**src/rtl/core/plpp_pkg.sv**
```systemverilog
// Shared types and constants for the piecewise-linear position predictor.
`timescale 1ns / 1ps
`default_nettype none

package plpp_pkg;

  // Table geometry
  localparam int MAX_SEGMENTS = 1024;
  localparam int SEG_W        = $clog2(MAX_SEGMENTS);
  localparam int CNT_W        = SEG_W + 1;

  // Field widths
  localparam int KEY_W   = 64;
  localparam int COEF_W  = 64;
  localparam int POS_W   = 32;
  localparam int TOTAL_W = 33;

  // Accumulator in units of 2^-60: unsigned key times signed slope, plus room
  localparam int ACC_W  = 130;
  localparam int FRAC_W = 60;
  localparam int ISH    = 44;        // intercept Q.16 to Q.60
  localparam int BIAS   = 10;        // monotone lookup offset

  typedef enum logic [1:0] {
    CMD_WRITE      = 2'd0,
    CMD_SEARCH     = 2'd1,
    CMD_SCAN       = 2'd2,
    CMD_SET_CURSOR = 2'd3
  } cmd_e;

  typedef enum logic [1:0] {
    STAT_FOUND  = 2'd0,
    STAT_EMPTY  = 2'd1,
    STAT_NO_SEG = 2'd2
  } status_e;

  typedef enum logic {
    CFG_SEG_COUNT  = 1'b0,
    CFG_TOTAL_KEYS = 1'b1
  } cfg_idx_e;

  typedef enum logic [2:0] {
    ST_IDLE,
    ST_SRCH,
    ST_SCMP,
    ST_SCAN,
    ST_LCMP,
    ST_MAC,
    ST_WAIT
  } state_e;

  // Request to the shared multiply-accumulate unit
  typedef struct packed {
    logic                     go;
    logic                     minus_ten;
    logic [KEY_W-1:0]         key;
    logic signed [COEF_W-1:0] slope;
    logic signed [COEF_W-1:0] intercept;
  } mac_req_t;

endpackage

`default_nettype wire

```
**src/rtl/core/plpp_mac.sv**
```systemverilog
// Iterative multiply-accumulate: key*slope + intercept (- bias) on a 32x32 multiplier.
`timescale 1ns / 1ps
`default_nettype none

module plpp_mac (
  input  logic                           clk_i,
  input  logic                           rst_ni,
  input  plpp_pkg::mac_req_t             req_i,
  output logic                           done_o,
  output logic [plpp_pkg::ACC_W-1:0]     acc_o
);
  import plpp_pkg::*;

  localparam logic [2:0] STEP_FIRST = 3'd0;
  localparam logic [2:0] STEP_P00   = 3'd1;
  localparam logic [2:0] STEP_P01   = 3'd2;
  localparam logic [2:0] STEP_P10   = 3'd3;
  localparam logic [2:0] STEP_P11   = 3'd4;
  localparam logic [2:0] STEP_SIGN  = 3'd5;
  localparam logic [2:0] STEP_ICPT  = 3'd6;
  localparam logic [2:0] STEP_LAST  = 3'd7;

  logic              run_q;
  logic [2:0]        step_q;
  logic              done_q;
  logic [KEY_W-1:0]  a_q;
  logic [COEF_W-1:0] b_q;
  logic [COEF_W-1:0] c_q;
  logic              m_q;
  logic [63:0]       pp_q, pp_d;
  logic [ACC_W-1:0]  acc_q, addend;
  logic [31:0]       mul_a, mul_b;

  // Operand halves for the partial product of this step
  always_comb begin
    mul_a = a_q[31:0];
    mul_b = b_q[31:0];
    case (step_q)
      STEP_FIRST: begin mul_a = a_q[31:0];  mul_b = b_q[31:0];  end
      STEP_P00:   begin mul_a = a_q[31:0];  mul_b = b_q[63:32]; end
      STEP_P01:   begin mul_a = a_q[63:32]; mul_b = b_q[31:0];  end
      STEP_P10:   begin mul_a = a_q[63:32]; mul_b = b_q[63:32]; end
      default:    begin mul_a = a_q[31:0];  mul_b = b_q[31:0];  end
    endcase
    pp_d = {32'd0, mul_a} * {32'd0, mul_b};
  end

  // Term added to the accumulator in this step
  always_comb begin
    case (step_q)
      STEP_P00:  addend = ACC_W'(pp_q);
      STEP_P01:  addend = ACC_W'(pp_q) << 32;
      STEP_P10:  addend = ACC_W'(pp_q) << 32;
      STEP_P11:  addend = ACC_W'(pp_q) << 64;
      // unsigned product of a negative slope is 2^64*key too large
      STEP_SIGN: addend = b_q[COEF_W-1] ? -(ACC_W'(a_q) << 64) : '0;
      STEP_ICPT: addend = {{(ACC_W-COEF_W-ISH){c_q[COEF_W-1]}}, c_q, {ISH{1'b0}}};
      STEP_LAST: addend = m_q ? -(ACC_W'(BIAS) << FRAC_W) : '0;
      default:   addend = '0;
    endcase
  end

  // Sequencer
  always_ff @(posedge clk_i or negedge rst_ni) begin
    if (!rst_ni) begin
      run_q  <= 1'b0;
      step_q <= STEP_FIRST;
      done_q <= 1'b0;
    end else begin
      done_q <= run_q && (step_q == STEP_LAST);
      if (req_i.go) begin
        run_q  <= 1'b1;
        step_q <= STEP_FIRST;
      end else if (run_q) begin
        step_q <= step_q + 3'd1;
        if (step_q == STEP_LAST) begin
          run_q <= 1'b0;
        end
      end
    end
  end

  // Operands, product register and accumulator
  always_ff @(posedge clk_i) begin
    if (req_i.go) begin
      a_q <= req_i.key;
      b_q <= req_i.slope;
      c_q <= req_i.intercept;
      m_q <= req_i.minus_ten;
    end else if (run_q) begin
      pp_q  <= pp_d;
      acc_q <= (step_q == STEP_FIRST) ? '0 : acc_q + addend;
    end
  end

  assign done_o = done_q;
  assign acc_o  = acc_q;

endmodule

`default_nettype wire

```
**config.mk**
```make
export PLATFORM = sky130hd
export DESIGN_NAME = plpp_mac
export DESIGN_NICKNAME = d
export VERILOG_FILES = /design/src/rtl/core/plpp_pkg.sv /design/src/rtl/core/plpp_mac.sv
export SDC_FILE = /design/constraint.sdc
export NUM_CORES = 2
export LEC_CHECK = 0
export BUFFER_PORTS_ARGS = -buffer_cell sky130_fd_sc_hd__buf_2
export CAP_MARGIN = 20
export CORE_ASPECT_RATIO = 0.7
export CORE_MARGIN = 2
export CORE_UTILIZATION = 35
export DETAILED_ROUTE_END_ITERATION = 10
export PLACE_DENSITY = 0.61
export SLEW_MARGIN = 0
export SYNTH_ARGS = -nofsm -noshare
export SYNTH_HDL_FRONTEND = slang
export SYNTH_SLANG_ARGS = --single-unit
```
**constraint.sdc**
```tcl
create_clock -name clk_i -period 20.7 [get_ports clk_i]
set_input_delay 2.07 -clock clk_i [delete_from_list [all_inputs] [get_ports clk_i]]
set_output_delay 2.07 -clock clk_i [all_outputs]
set_load 0.02 [all_outputs]
```
==> impl_results.md <==
* Status: finished, violations left
* Failing checks: DRC
* Layout Nets at 7,868
* Post-synth top area share at about a third
* GPL Wtd Cong at 1.05
* Post-synth net total at 7,718
* Critical Path Sink Type: register
* Initial antenna violation count at 12
* CP Class: reg2reg
* CTS Sinks at 392
* Root buffer cell: clkbuf_16
* Area grow syn2layout at 10.1%
* Area after DPL at 0.0614 mm^2
* CTS tree: done
* Crit path required time at 21.12 ns
* Chip Height at 342 um
* Layout cells sized above 1 at 9.77%
* Dpl cells at 8,469
* I/O Buffers at 326
* DRT antenna net count at 0
* Starting Density at 35.1%
* Predominant post-synthesis flop cell: edfxtp_1
* Post-route setup TNS at 0 ns
* CP Data Arrival Time at 12.20 ns
* Post-layout utilization of the core at 38.7%
* Die W at 487 um
* Post-Syn Area per Cell at 9.19 um^2
* Die Area at 0.167 mm^2
* H-tree Lvls at 2
* Post-cts sizing count at 0
* Vias in the first global route at 47,300
* Global-route wire length before repair at 337 mm
* CP peak stage delay at 0.82 ns
* Clk_lat worst skew at roughly 0.7 ns
* Final-report hold violation count at 0
* Worst slew pin tran at 1.16 ns
* Clock Pin Slew Worst Setup and Hold Paths at 0.06 ns
* Finished Layout Cells at 8,564
* IO Pins at 327
* Worst setup path endpoint: pp_q[63]$_DFFE_PP_
* Hold Buf Count CTS at 0
* Max-Cap Viols at 0
* Relative slew slack at between 20% and 30%
* Area leader, netlist: fa_1
* Clock Path Buffers at 3
* Critical R2R Launch: step_q[2]$_DFFE_PN0P_
* Largest fanout on the critical path at 35
* Final Cycle Share at 56.9%
* Fmax at 0.0849 GHz
* Async SR Flop Fraction at 1.28%
* Final max-slew violation count at 0
* Warnings, synthesis at 0
* Post-synth cell types at 75
* Hpwl dp at 190 mm
* Core box area at 0.163 mm^2
* Total gr overflow at 0
* Standard-cell rows at 124
* HP Class: reg2reg
* Drt pass-1 iters at 11
* Worst Skew at 0.0411 ns
* Sequential fraction of the synthesis area at 20.5%
* Tmin final at ~12 ns
* Largest net degree at the start of global routing at about 160
* DR DRC count at 2
* Routed wire length at ~240 mm
* # Post-CTS Setup Buffers at 0
* WL/cell at 27.5 um
* R2R cell count at 29
* Mapped Area at 0.0572 mm^2
* Cells after Synth at about 6,200
* Crit. Startpoint: step_q[2]$_DFFE_PN0P_
* Number of flops mapped to enable cells by yosys at 387
* Worst-path cell with the longest stage delay: nor2_4
* Total via count in the routed design at 48,400
* Worst path most repeated cell: fa_1
* Worst r2r dst: pp_q[63]$_DFFE_PP_
* RSZ-0062 raised after global routing: false
* Nature of the critical path startpoint: register
* Reg-to-reg slack, setup at 8.92 ns
* CTS buffer count at 44
* Initial DRC count at 5,921
* Drt via density at 5.65
* #FFs+latches synth at between 300 and 400
* Design area at between 0.06 and 0.07 mm^2
* Largest cells by area after synthesis: fa_1 31%, edfxtp_1 20%, ha_1 8.7%, inv_1 6.1%, nor2_1 5.7%
* Setup violators final at 0
* GRT Total Usage at 27.9%
## critical path, delay by kind of cell (launching register included)
| kind | cells | cell delay (ns) |
|---|---|---|
| multiplexers | 1 | 0.33 |
| buffers and inverters | 5 | 1.43 |
| AND/OR/NAND/NOR | 6 | 1.74 |
| XOR/XNOR | 1 | 0.11 |
| flip-flops | 1 | 0.56 |
| adder cells (fa/ha/maj) | 10 | 4.69 |
| AO/OA/AOI/OAI | 6 | 2.53 |
## area by class of cell
type,count,area [um^2]
multi-input cells,4580,41100
well taps,2142,2680
clock inverters,23,305
clock buffers,56,1170
fillers,16300,99800
inverters,923,3460
diodes,13,32.5
repair buffers,435,2500
flip-flops and latches,392,11700
## synthesized netlist by cell type (16+ instances only)
cell type and number:
o21bai_1 64, ha_1 399, a21o_1 116, nand2b_1 24, and3_1 19, a211oi_1 20
a222oi_1 18, buf_1 16, inv_1 923, xor2_1 93, edfxtp_1 387, nand2_1 705
clkbuf_1 312, a31oi_1 31, and2_1 50, nor2_1 873, a21oi_1 319, nand3_1 35
o21a_1 23, a221oi_1 27, nor2b_1 17, nor4_1 22, mux2i_1 69, o21ai_0 210
a221o_1 46, nand4_1 89, nor3_1 56, or3_1 20, fa_1 897, mux2_2 29
a21boi_0 16, xnor2_1 137
## metal layers
layer	GRT usage [%]	vias up	wire length, um
li1	-	20600	-
met1	41.6	24400	102000
met2	37.2	3025	91500
met3	10.6	382	34300
met4	7.61	14	7050
met5	0	-	265
## stage by stage
| step | setup WS (ns) | hold slack, ns |
|---|---|---|
| after floorplan | 9.26 | 0.538 |
| after global placement | 9.23 | 0.560 |
| after detailed placement | 9.05 | 0.591 |
| after CTS | 9.02 | 0.605 |
| after global routing | 8.45 | 0.653 |
| final | 8.92 | 0.604 |
## flip-flops by register name (all words and copies together), names as in the netlist, 3 cells and up
| name | count |
|---|---|
| b_q | 64 |
| step_q | 3 |
| a_q | 64 |
| pp_q | 64 |
| acc_o | 130 |
| c_q | 64 |
## cells in the final DEF (no fill, tap or decap), types with 16 or more instances in the layout
cell type  synthesis  final
o21ai_0          210    209
mux2i_2            0     40
a31oi_1           31     31
nor2_1           873    872
or3_1             20     20
nand3_1           35     34
o21a_1            23     23
xor2_1            93     93
a221oi_1          27     27
a211oi_1          20     18
a21oi_1          319    318
mux2i_1           69     17
buf_4              0    104
ha_1             399    399
mux2_2            29     29
buf_2              1    326
a21boi_0          16     16
nand2_1          705    705
and3_1            19     19
xnor2_1          137    137
a222oi_1          18     18
nor4_1            22     22
inv_1            923    923
a221o_1           46     46
and2_1            50     47
fa_1             897    897
a21o_1           116    115
edfxtp_1         387    387
clkbuf_16          0     44
nor3_1            56     56
nand2b_1          24     24
nand4_1           89     89
o21bai_1          64     64
## worst min path at each step
stage,depth (start not counted),to,from
final,2,step_q[1]$_DFFE_PN0P_,step_q[1]$_DFFE_PN0P_
after global routing,2,step_q[1]$_DFFE_PN0P_,step_q[1]$_DFFE_PN0P_
after CTS,2,step_q[1]$_DFFE_PN0P_,step_q[1]$_DFFE_PN0P_
after detailed placement,2,step_q[1]$_DFFE_PN0P_,step_q[1]$_DFFE_PN0P_
after global placement,2,step_q[1]$_DFFE_PN0P_,step_q[1]$_DFFE_PN0P_
after floorplan,2,step_q[1]$_DFFE_PN0P_,step_q[1]$_DFFE_PN0P_
## cells by family (layout without fill, tap and decap cells)
group	count (synthesis)	count (layout)	share of synthesized area (%)
compound gates	982	982	11.0
xor+xnor	231	231	3.55
fa+ha+maj	1296	1296	40.1
buf+inv	1254	1437	8.26
flops	392	392	20.5
mux	98	98	1.78
other cells	0	13	0
simple gates	1973	1973	14.7
Power is left out: the tool's default activity adds up to more than one toggle a clock period on the data nets, which glitch-free logic cannot reach.
